==> config.mk <==
export PLATFORM = sky130hd
export DESIGN_NAME = offtime_mode_controller_core
export DESIGN_NICKNAME = d
export VERILOG_FILES = /design/src/design/omc_pkg.sv /design/src/design/offtime_mode_controller_core.sv
export SDC_FILE = /design/constraint.sdc
export NUM_CORES = 1
export LEC_CHECK = 0
export BUFFER_PORTS_ARGS = -buffer_cell sky130_fd_sc_hd__buf_2
export CORE_ASPECT_RATIO = 1.25
export CORE_MARGIN = 5
export CORE_UTILIZATION = 60
export DETAILED_ROUTE_END_ITERATION = 10
export GPL_ROUTABILITY_DRIVEN = 0
export PLACE_DENSITY = 0.81
export SYNTH_ARGS = -nofsm -noshare
export SYNTH_HDL_FRONTEND = slang
export SYNTH_SLANG_ARGS = --single-unit
==> constraint.sdc <==
create_clock -name clk -period 7.28 [get_ports clk]
set_input_delay 0.364 -clock clk [delete_from_list [all_inputs] [get_ports clk]]
set_output_delay 0.364 -clock clk [all_outputs]
set_load 0.01 [all_outputs]
==> src/design/omc_pkg.sv <==
`default_nettype none
package omc_pkg;

  localparam int HIDDEN_COUNT    = 3;
  localparam int GROUP_ONE_MODES = 7;
  localparam int GROUP_TWO_MODES = 4;
  localparam int TABLE_SIZE      = 12;

  localparam logic [7:0] PWM_FAST    = 8'hA3;
  localparam logic [7:0] PWM_PHASE   = 8'hA1;
  localparam logic [7:0] CODE_BATT   = 8'd253;
  localparam logic [7:0] CODE_STROBE = 8'd254;
  localparam logic [7:0] CODE_TURBO  = 8'd255;
  localparam logic [3:0] PRESS_LIMIT = 4'h0f;

  localparam logic [7:0] MAIN_ONE [TABLE_SIZE] =
    '{8'd0, 8'd0, 8'd0, 8'd6, 8'd56, 8'd135, 8'd255, 8'd0, 8'd0, 8'd0, 8'd0, 8'd0};
  localparam logic [7:0] AUX_ONE [TABLE_SIZE] =
    '{8'd3, 8'd20, 8'd100, 8'd255, 8'd255, 8'd255, 8'd0, 8'd0, 8'd0, 8'd0, 8'd0, 8'd0};
  localparam logic [7:0] PWM_ONE [TABLE_SIZE] =
    '{PWM_PHASE, PWM_FAST, PWM_FAST, PWM_FAST, PWM_FAST, PWM_FAST,
      PWM_PHASE, PWM_PHASE, PWM_PHASE, PWM_PHASE, PWM_PHASE, PWM_PHASE};
  localparam logic [7:0] MAIN_TWO [TABLE_SIZE] =
    '{8'd0, 8'd0, 8'd79, 8'd255, 8'd0, 8'd0, 8'd0, 8'd0, 8'd0, 8'd0, 8'd0, 8'd0};
  localparam logic [7:0] AUX_TWO [TABLE_SIZE] =
    '{8'd20, 8'd200, 8'd255, 8'd0, 8'd0, 8'd0, 8'd0, 8'd0, 8'd0, 8'd0, 8'd0, 8'd0};
  localparam logic [7:0] PWM_TWO [TABLE_SIZE] =
    '{PWM_FAST, PWM_FAST, PWM_FAST, PWM_PHASE, PWM_PHASE, PWM_PHASE,
      PWM_PHASE, PWM_PHASE, PWM_PHASE, PWM_PHASE, PWM_PHASE, PWM_PHASE};
  localparam logic [7:0] HIDDEN_CODES [3] = '{CODE_BATT, CODE_STROBE, CODE_TURBO};
  localparam logic [7:0] BATT_LEVELS [5] = '{8'd118, 8'd141, 8'd155, 8'd165, 8'd174};

  typedef enum logic [1:0] {
    OP_POWER_UP = 2'd0,
    OP_TICK     = 2'd1,
    OP_SAMPLE   = 2'd2,
    OP_NONE     = 2'd3
  } opcode_t;

  typedef enum logic [1:0] {
    KIND_STEADY = 2'd0,
    KIND_STROBE = 2'd1,
    KIND_BATT   = 2'd2
  } mode_kind_t;

  typedef enum logic [2:0] {
    REG_SHORT_LEVEL  = 3'd0,
    REG_MEDIUM_LEVEL = 3'd1,
    REG_LOW_LEVEL    = 3'd2,
    REG_TURBO_TICKS  = 3'd3,
    REG_MEMORY       = 3'd4,
    REG_LOW_REPEAT   = 3'd5
  } cfg_reg_t;

  typedef struct packed {
    logic [1:0] opcode;
    logic [7:0] cap_reading;
    logic [7:0] battery_sample;
  } in_item_t;

  typedef struct packed {
    logic [3:0]  mode_index;
    logic [7:0]  main_level;
    logic [7:0]  aux_level;
    logic        fast_pwm;
    mode_kind_t  mode_kind;
    logic        config_toggled;
    logic        shutdown;
    logic [2:0]  battery_blinks;
    logic [1:0]  store_write;
    logic [15:0] store_word;
    logic [4:0]  store_slot;
  } out_item_t;

  typedef struct packed {
    logic [7:0] main;
    logic [7:0] aux;
    logic [7:0] pwm;
  } mode_entry_t;

  function automatic logic [3:0] solid_of(input logic gs);
    return gs ? 4'(GROUP_TWO_MODES) : 4'(GROUP_ONE_MODES);
  endfunction

  function automatic mode_entry_t read_mode(input logic gs, input logic [3:0] idx);
    logic [3:0]  solid;
    logic [3:0]  h;
    mode_entry_t e;
    solid = solid_of(gs);
    h = idx - solid;
    e.main = 8'd0;
    e.aux  = 8'd0;
    e.pwm  = PWM_PHASE;
    if (idx < solid) begin
      e.main = gs ? MAIN_TWO[idx] : MAIN_ONE[idx];
      e.aux  = gs ? AUX_TWO[idx] : AUX_ONE[idx];
      e.pwm  = gs ? PWM_TWO[idx] : PWM_ONE[idx];
    end else if (h < 4'(HIDDEN_COUNT)) begin
      e.main = HIDDEN_CODES[h[1:0]];
      e.aux  = e.main;
    end
    return e;
  endfunction

  function automatic mode_kind_t kind_of(input logic [7:0] m);
    if (m == CODE_BATT) return KIND_BATT;
    if (m == CODE_STROBE) return KIND_STROBE;
    return KIND_STEADY;
  endfunction

  function automatic logic [15:0] make_word(input logic [3:0] cm, input logic gs,
                                            input logic [3:0] pc);
    return {pc, 3'b000, gs, 4'b0000, cm};
  endfunction

endpackage
`default_nettype wire

==> src/design/offtime_mode_controller_core.sv <==
`default_nettype none
// Off-time mode controller for a two-channel light driver. Each input beat is
// one event: a power-up with the off-time capacitor reading, a half-second
// tick, or a battery voltage sample. Every event returns exactly one result
// beat with the mode index, PWM levels, mode kind, battery blinks and any state
// saves. An event enters the input register; the mode state and the result are
// computed from it and land in the output register, so one event per
// cycle flows through; the only limit is the output register, which holds
// while out_stall is high.
// Configuration writes are taken at any time on the cfg_ port (cfg_ready is
// always high) and must be issued only while no event is in flight.
module offtime_mode_controller_core
  import omc_pkg::*;
(
  input  wire logic      clk,
  input  wire logic      rst_n,
  input  wire logic      in_valid,
  output logic           in_stall,
  input  wire in_item_t  in_item,
  output logic           out_valid,
  input  wire logic      out_stall,
  output out_item_t      out_item,
  input  wire logic      cfg_valid,
  output logic           cfg_ready,
  input  wire logic [2:0] cfg_index,
  input  wire logic [7:0] cfg_data
);

  // configuration registers
  logic [7:0] short_level_r, medium_level_r, low_level_r, turbo_ticks_r;
  logic       memory_en_r;
  logic [3:0] low_repeat_r;

  // mode state
  logic [3:0] cur_mode_r, cur_mode_nxt;
  logic       group_r, group_nxt;
  logic [3:0] press_r, press_nxt;
  logic [7:0] tick_r, tick_nxt;
  logic [3:0] low_r, low_nxt;
  logic [4:0] slot_r, slot_nxt;
  logic       halted_r, halted_nxt;

  // input and output registers
  logic      s1_valid_r;
  in_item_t  s1_item_r;
  logic      out_valid_r;
  out_item_t out_item_r, out_item_nxt;

  logic out_take, s1_fire;

  assign out_take  = !out_valid_r || !out_stall;
  assign s1_fire   = s1_valid_r && out_take;
  assign in_stall  = s1_valid_r && !out_take;
  assign out_valid = out_valid_r;
  assign out_item  = out_item_r;
  assign cfg_ready = 1'b1;

  // Configuration writes; codes past the list are dropped.
  always_ff @(posedge clk) begin
    if (!rst_n) begin
      short_level_r  <= 8'd250;
      medium_level_r <= 8'd190;
      low_level_r    <= 8'd109;
      turbo_ticks_r  <= 8'd60;
      memory_en_r    <= 1'b0;
      low_repeat_r   <= 4'd8;
    end else if (cfg_valid && cfg_ready) begin
      unique case (cfg_index)
        REG_SHORT_LEVEL:  short_level_r  <= cfg_data;
        REG_MEDIUM_LEVEL: medium_level_r <= cfg_data;
        REG_LOW_LEVEL:    low_level_r    <= cfg_data;
        REG_TURBO_TICKS:  turbo_ticks_r  <= cfg_data;
        REG_MEMORY:       memory_en_r    <= cfg_data[0];
        REG_LOW_REPEAT:   low_repeat_r   <= cfg_data[3:0];
        default: ;
      endcase
    end
  end

  // Event logic: one pass over the registered event and the current state.
  always_comb begin
    logic [3:0]  solid;
    logic [4:0]  step_mode;
    logic [1:0]  saves;
    logic [15:0] word;
    logic        toggled, shut;
    logic [2:0]  blinks;
    mode_entry_t e;
    mode_kind_t  kind;

    cur_mode_nxt = cur_mode_r;
    group_nxt    = group_r;
    press_nxt    = press_r;
    tick_nxt     = tick_r;
    low_nxt      = low_r;
    slot_nxt     = slot_r;
    halted_nxt   = halted_r;
    saves        = 2'd0;
    word         = 16'd0;
    toggled      = 1'b0;
    shut         = 1'b0;
    blinks       = 3'd0;
    solid        = solid_of(group_r);
    step_mode    = {1'b0, cur_mode_r} + 5'd1;
    e            = read_mode(group_r, cur_mode_r);
    kind         = kind_of(e.main);

    unique case (s1_item_r.opcode)
      OP_POWER_UP: begin
        halted_nxt = 1'b0;
        tick_nxt   = 8'd0;
        low_nxt    = 4'd0;
        if (s1_item_r.cap_reading > short_level_r) begin
          cur_mode_nxt = (step_mode >= {1'b0, solid}) ? 4'd0 : step_mode[3:0];
          if (press_r < PRESS_LIMIT) press_nxt = press_r + 4'd1;
        end else if (s1_item_r.cap_reading > medium_level_r) begin
          if (cur_mode_r == solid) cur_mode_nxt = 4'd0;
          else if (cur_mode_r != 4'd0) cur_mode_nxt = cur_mode_r - 4'd1;
          else cur_mode_nxt = solid + 4'(HIDDEN_COUNT) - 4'd1;
          press_nxt = 4'd0;
        end else begin
          press_nxt = 4'd0;
          if (!memory_en_r) cur_mode_nxt = 4'd0;
        end
        slot_nxt = slot_nxt + 5'd2;
        word     = make_word(cur_mode_nxt, group_nxt, press_nxt);
        saves    = 2'd1;
        // fifteen short presses flip the group and save again
        if (press_nxt == PRESS_LIMIT) begin
          press_nxt    = 4'd0;
          cur_mode_nxt = 4'd0;
          group_nxt    = !group_r;
          slot_nxt     = slot_nxt + 5'd2;
          word         = make_word(cur_mode_nxt, group_nxt, press_nxt);
          saves        = 2'd2;
          toggled      = 1'b1;
        end
      end
      OP_TICK: begin
        if (!halted_r && kind == KIND_STEADY) begin
          if (tick_r != 8'd255) tick_nxt = tick_r + 8'd1;
          // turbo timeout: drop to the second-highest solid mode
          if (tick_nxt > turbo_ticks_r && e.main == CODE_TURBO) begin
            cur_mode_nxt = (solid >= 4'd2) ? solid - 4'd2 : 4'd0;
            slot_nxt     = slot_nxt + 5'd2;
            word         = make_word(cur_mode_nxt, group_r, press_r);
            saves        = saves + 2'd1;
          end
          if (press_r != 4'd0) begin
            press_nxt = 4'd0;
            slot_nxt  = slot_nxt + 5'd2;
            word      = make_word(cur_mode_nxt, group_r, 4'd0);
            saves     = saves + 2'd1;
          end
        end
      end
      OP_SAMPLE: begin
        if (!halted_r) begin
          if (kind == KIND_BATT) begin
            for (int i = 0; i < 5; i++) begin
              blinks = blinks + 3'(s1_item_r.battery_sample > BATT_LEVELS[i]);
            end
          end
          if (s1_item_r.battery_sample < low_level_r) begin
            if (low_r != 4'd15) low_nxt = low_r + 4'd1;
          end else begin
            low_nxt = 4'd0;
          end
          if (low_nxt >= low_repeat_r) begin
            low_nxt = 4'd0;
            if (cur_mode_r >= solid) begin
              cur_mode_nxt = 4'd2;
              slot_nxt     = slot_r + 5'd2;
              word         = make_word(cur_mode_nxt, group_r, press_r);
              saves        = 2'd1;
            end else if (cur_mode_r != 4'd0) begin
              cur_mode_nxt = cur_mode_r - 4'd1;
              slot_nxt     = slot_r + 5'd2;
              word         = make_word(cur_mode_nxt, group_r, press_r);
              saves        = 2'd1;
            end else begin
              halted_nxt = 1'b1;
            end
          end
        end
      end
      OP_NONE: ;
      default: ;
    endcase

    // result from the state this event leaves behind
    e    = read_mode(group_nxt, cur_mode_nxt);
    kind = kind_of(e.main);
    if (halted_nxt) begin
      shut = 1'b1;
      kind = KIND_STEADY;
    end

    out_item_nxt.mode_index     = cur_mode_nxt;
    out_item_nxt.main_level     = 8'd0;
    out_item_nxt.aux_level      = 8'd0;
    out_item_nxt.fast_pwm       = 1'b0;
    out_item_nxt.mode_kind      = kind;
    out_item_nxt.config_toggled = toggled;
    out_item_nxt.shutdown       = shut;
    out_item_nxt.battery_blinks = blinks;
    out_item_nxt.store_write    = saves;
    out_item_nxt.store_word     = word;
    out_item_nxt.store_slot     = slot_nxt;
    if (!halted_nxt && kind == KIND_STEADY) begin
      out_item_nxt.main_level = e.main;
      out_item_nxt.aux_level  = e.aux;
      out_item_nxt.fast_pwm   = (e.pwm == PWM_FAST) && ((e.main | e.aux) != 8'd0);
    end
  end

  // Input register: load a beat whenever the slot is free or moving on.
  always_ff @(posedge clk) begin
    if (!rst_n) begin
      s1_valid_r <= 1'b0;
    end else if (!in_stall) begin
      s1_valid_r <= in_valid;
    end
  end

  always_ff @(posedge clk) begin
    if (!in_stall && in_valid) begin
      s1_item_r <= in_item;
    end
  end

  // Advance state only when the event moves into the output register.
  always_ff @(posedge clk) begin
    if (!rst_n) begin
      cur_mode_r <= 4'd0;
      group_r    <= 1'b0;
      press_r    <= 4'd0;
      tick_r     <= 8'd0;
      low_r      <= 4'd0;
      slot_r     <= 5'd0;
      halted_r   <= 1'b0;
    end else if (s1_fire) begin
      cur_mode_r <= cur_mode_nxt;
      group_r    <= group_nxt;
      press_r    <= press_nxt;
      tick_r     <= tick_nxt;
      low_r      <= low_nxt;
      slot_r     <= slot_nxt;
      halted_r   <= halted_nxt;
    end
  end

  // Output register: hold while stalled.
  always_ff @(posedge clk) begin
    if (!rst_n) begin
      out_valid_r <= 1'b0;
    end else if (out_take) begin
      out_valid_r <= s1_valid_r;
    end
  end

  always_ff @(posedge clk) begin
    if (s1_fire) begin
      out_item_r <= out_item_nxt;
    end
  end

  // A beat with no saves reports a zero store word.
  assert property (@(posedge clk) disable iff (!rst_n)
    out_valid && out_item.store_write == 2'd0 |-> out_item.store_word == 16'd0)
    else $error("store word set without a save");

  // Shutdown shows a dark, steady result.
  assert property (@(posedge clk) disable iff (!rst_n)
    out_valid && out_item.shutdown |->
      out_item.main_level == 8'd0 && out_item.aux_level == 8'd0 && !out_item.fast_pwm)
    else $error("light level during shutdown");

  // Save slot stays even and matches the state register once delivered.
  assert property (@(posedge clk) disable iff (!rst_n)
    s1_fire |=> out_item.store_slot == slot_r && !out_item.store_slot[0])
    else $error("save slot out of step");

  // Group toggle always reports two saves and mode zero.
  assert property (@(posedge clk) disable iff (!rst_n)
    out_valid && out_item.config_toggled |->
      out_item.store_write == 2'd2 && out_item.mode_index == 4'd0)
    else $error("group toggle without double save");

endmodule
`default_nettype wire

==> run_results.csv <==
group,metric,value,unit
status,status,"completed",
min_path,whs_endpoint,"s1_item_r[7]",
floorplan,die_area,16310,um2
min_path,min_path_cells,1,
final_layout,antenna_cells,0,
setup_path,arrival,7.04,ns
setup_path,reg2reg_from,"s1_item_r[1]",
yosys,synthCells,945,
timing,relSlewSlack,17.37,%
timing,min_period,6.812,ns
final_layout,stdcell_count,1195,
global_route,grt_pass1_wl,32.87,mm
timing,finalCritPeriodShare,93.58,%
detailed_routing,num_vias,7266,
min_path,hold_path.class,"input port to register",
detailed_routing,final_antenna_net_count,0,
timing,rsz0062_at_grt,"no",
final_layout,area_growth_syn_to_layout,12.83,%
floorplan,coreArea,13690,um2
power,pwr_density_cell,207.9,nW/um2
timing,max_freq,146.8,MHz
clock_tree,clockBufferDepth,2,
global_route,overflow,0,
yosys,synth_area_leader_cell,"edfxtp_1",
min_path,hp-start,"in_item[7]",
setup_path,timing.rr.end,"out_item[30]",
yosys,ys_seq_elements,124,
yosys,synthTopCellsByCount,"nand2_1, dfxtp_1, ha_1, inv_1, edfxtp_1",
global_route,grt_pass1_vias,7034,
detailed_routing,firstDrtPassIters,5,
timing,worst_slack,0.4676,ns
floorplan,start_util,60.66,%
clock_tree,cts.repair.resized,0,
final_layout,multi_input_area,4766,um2
clock_tree,post_cts_buffers,0,
place,pre_cts_ws,0.3093,ns
yosys,async_flop_share,0,%
power,irDropWorstVdd,0.1471,mV
timing,worst_pin_slew,1.229,ns
yosys,synth_area_leaders,"edfxtp_1, dfxtp_1, ha_1",
setup_path,path_class,"register to register",
detailed_routing,wire_per_inst,16.75,um
place,io_buffers,78,
global_route,grt_max_degree,66,
final_layout,fillers,1115,
clock_tree,postCtsHoldBufs,0,
yosys,syn_avg_cell_area,8.790,um2
floorplan,rows,48,
clock_tree,ctsHtreeMaxLevel,4,
final_layout,finish.net_count,1109,
floorplan,ios,88,
clock_tree,numCtsBuffers,17,
clock_tree,clock_latency,0.42,ns
final_layout,final_util,68.45,%
place,placed_cells,1163,
clock_tree,path_clk_slew,0.06,ns
run,cap_violations,0,
final_layout,drive_above_1_share,14.80,%
yosys,yosysMostFrequentCell,"nand2_1",
detailed_routing,drcViolationCount,0,
timing,setup_viol,0,
detailed_routing,routed_wl,20.01,mm
timing,setup_tns,0,ns
floorplan,die_w,115.2,um
setup_path,cp-start-kind,"register",
clock_tree,cts-root-buf,"clkbuf_16",
yosys,synth_top_area_share,21.33,%
setup_path,reg2reg_depth,27,
yosys,ys.flop_type,"dfxtp_1",
setup_path,endpoint_kind,"register",
yosys,synth_cell_types,84,
global_route,antenna_found_initial,0,
floorplan,die_y,141.6,um
detailed_routing,drt_iter0_markers,513,
setup_path,required,7.50,ns
yosys,ys_seq_area_share,36.99,%
final_layout,register_area,3073,um2
yosys,synth_edf_count,59,
setup_path,critPathMaxFanout,13,
clock_tree,clkSinkCount,124,
clock_tree,cts_tree,"done",
timing,slew_viol_final,0,
timing,finalHoldViolations,0,
yosys,syn_area,8307,um2
power,power.total,1.948,mW
place,dp_hpwl,14.22,mm
detailed_routing,avgViaCountPerCell,6.080,
yosys,yosys_warnings,0,
timing,skew,0.01565,ns
setup_path,r2r_slack,0.47,ns
global_route,track_usage,24.95,%
power,power.static_leakage,4.004,nW
[layout by cell type, fill, tap and decap left out, types with 6 or more instances in the layout]
master / n
a211o_1: 6
a211oi_1: 11
a21boi_0: 19
a21o_1: 10
a21oi_1: 51
a31oi_1: 12
and2_1: 18
buf_2: 78
buf_4: 10
clkbuf_16: 17
conb_1: 9
dfxtp_1: 65
edfxtp_1: 59
ha_1: 64
inv_1: 63
mux2i_1: 10
nand2_1: 113
nand2b_1: 11
nand3_1: 32
nand4_1: 13
nor2_1: 58
nor2b_1: 27
nor3_1: 20
nor3b_1: 7
o211a_1: 10
o211ai_1: 27
o21a_1: 6
o21ai_0: 49
o22ai_1: 7
or3_1: 8
xnor2_1: 12
xor2_1: 6
[layer usage]
layer	GRT usage (%)	up-vias	share of wire, %
met5	0	-	0
met4	14.15	0	3.8
li1	-	3541	-
met1	28.40	3345	39
met2	43.90	317	51
met3	3.840	63	6.1
[report_power, final]
part           switching (mW)  internal [mW]  total (mW)
Clock                   0.324          0.539       0.863
Combinational           0.181          0.115       0.296
Sequential             0.0220          0.767       0.789
Total                   0.528           1.42        1.95
[logic make-up after synthesis]
kind of cell | synth area share, %
xor+xnor | 1.898
other cells | 0.09041
simple gates | 20.53
mux | 1.883
flops | 36.99
fa+ha+maj | 10.60
buf+inv | 6.085
compound gates | 21.92
[through the flow]
step	area [um2]	hold slack [ns]
2_1_floorplan	8333	0.4419
3_3_place_gp	8766	0.4561
3_5_place_dp	8766	0.4634
4_1_cts	9364	0.1070
5_1_grt	9373	0.1029
6_report	9373	0.1134
[flip-flops by register name, summed over array words and instances (netlist names), 4 cells and up]
name / cells
out_item: 41
s1_item_r: 18
low_level_r: 8
medium_level_r: 8
short_level_r: 8
tick_r: 8
turbo_ticks_r: 8
cur_mode_r: 4
low_r: 4
low_repeat_r: 4
press_r: 4
slot_r: 4
[how the worst max path moves through the flow]
stage	to	startpoint	slack [ns]	cells past startpoint
finish	out_item[30]	s1_item_r[1]	0.47	27
detailed placement	out_item[42]	s1_item_r[1]	0.31	27
floorplan	out_item[41]	s1_item_r[1]	0.68	29
global route	out_item[30]	s1_item_r[1]	0.04	27
CTS	out_item[32]	s1_item_r[1]	0.27	27
global placement	out_item[32]	s1_item_r[1]	0.53	27
[cell type report]
| type | count | area share [%] |
|---|---|---|
| Multi-Input combinational cell | 709 | 50.85 |
| Timing Repair Buffer | 88 | 4.966 |
| Inverter | 67 | 2.683 |
| Tap cell | 175 | 2.336 |
| Clock buffer | 18 | 4.579 |
| Clock inverter | 14 | 1.802 |
| Sequential cell | 124 | 32.79 |
[critical path: stages (launching register included)]
cell,delay [ns]
edfxtp_1,0.45
ha_1,0.30
a21o_1,0.16
a21o_1,0.17
a21o_1,0.17
a21oi_1,0.14
nor2b_1,0.05
o21ai_0,0.14
nand2b_1,0.07
a21o_1,0.26
nand2b_1,0.17
ha_1,0.26
nand2b_1,0.14
a2111oi_1,0.63
or4b_2,0.32
mux2i_1,0.20
o32ai_1,0.10
a31o_2,0.23
a221oi_2,0.25
inv_1,0.15
ha_1,0.30
a21oi_1,0.07
or4_4,0.43
a221oi_4,0.37
o21a_1,0.40
o21bai_1,0.22
nor4_2,0.09
a2111oi_2,0.36
No activity file was read; power rests on OpenSTA's default activity.
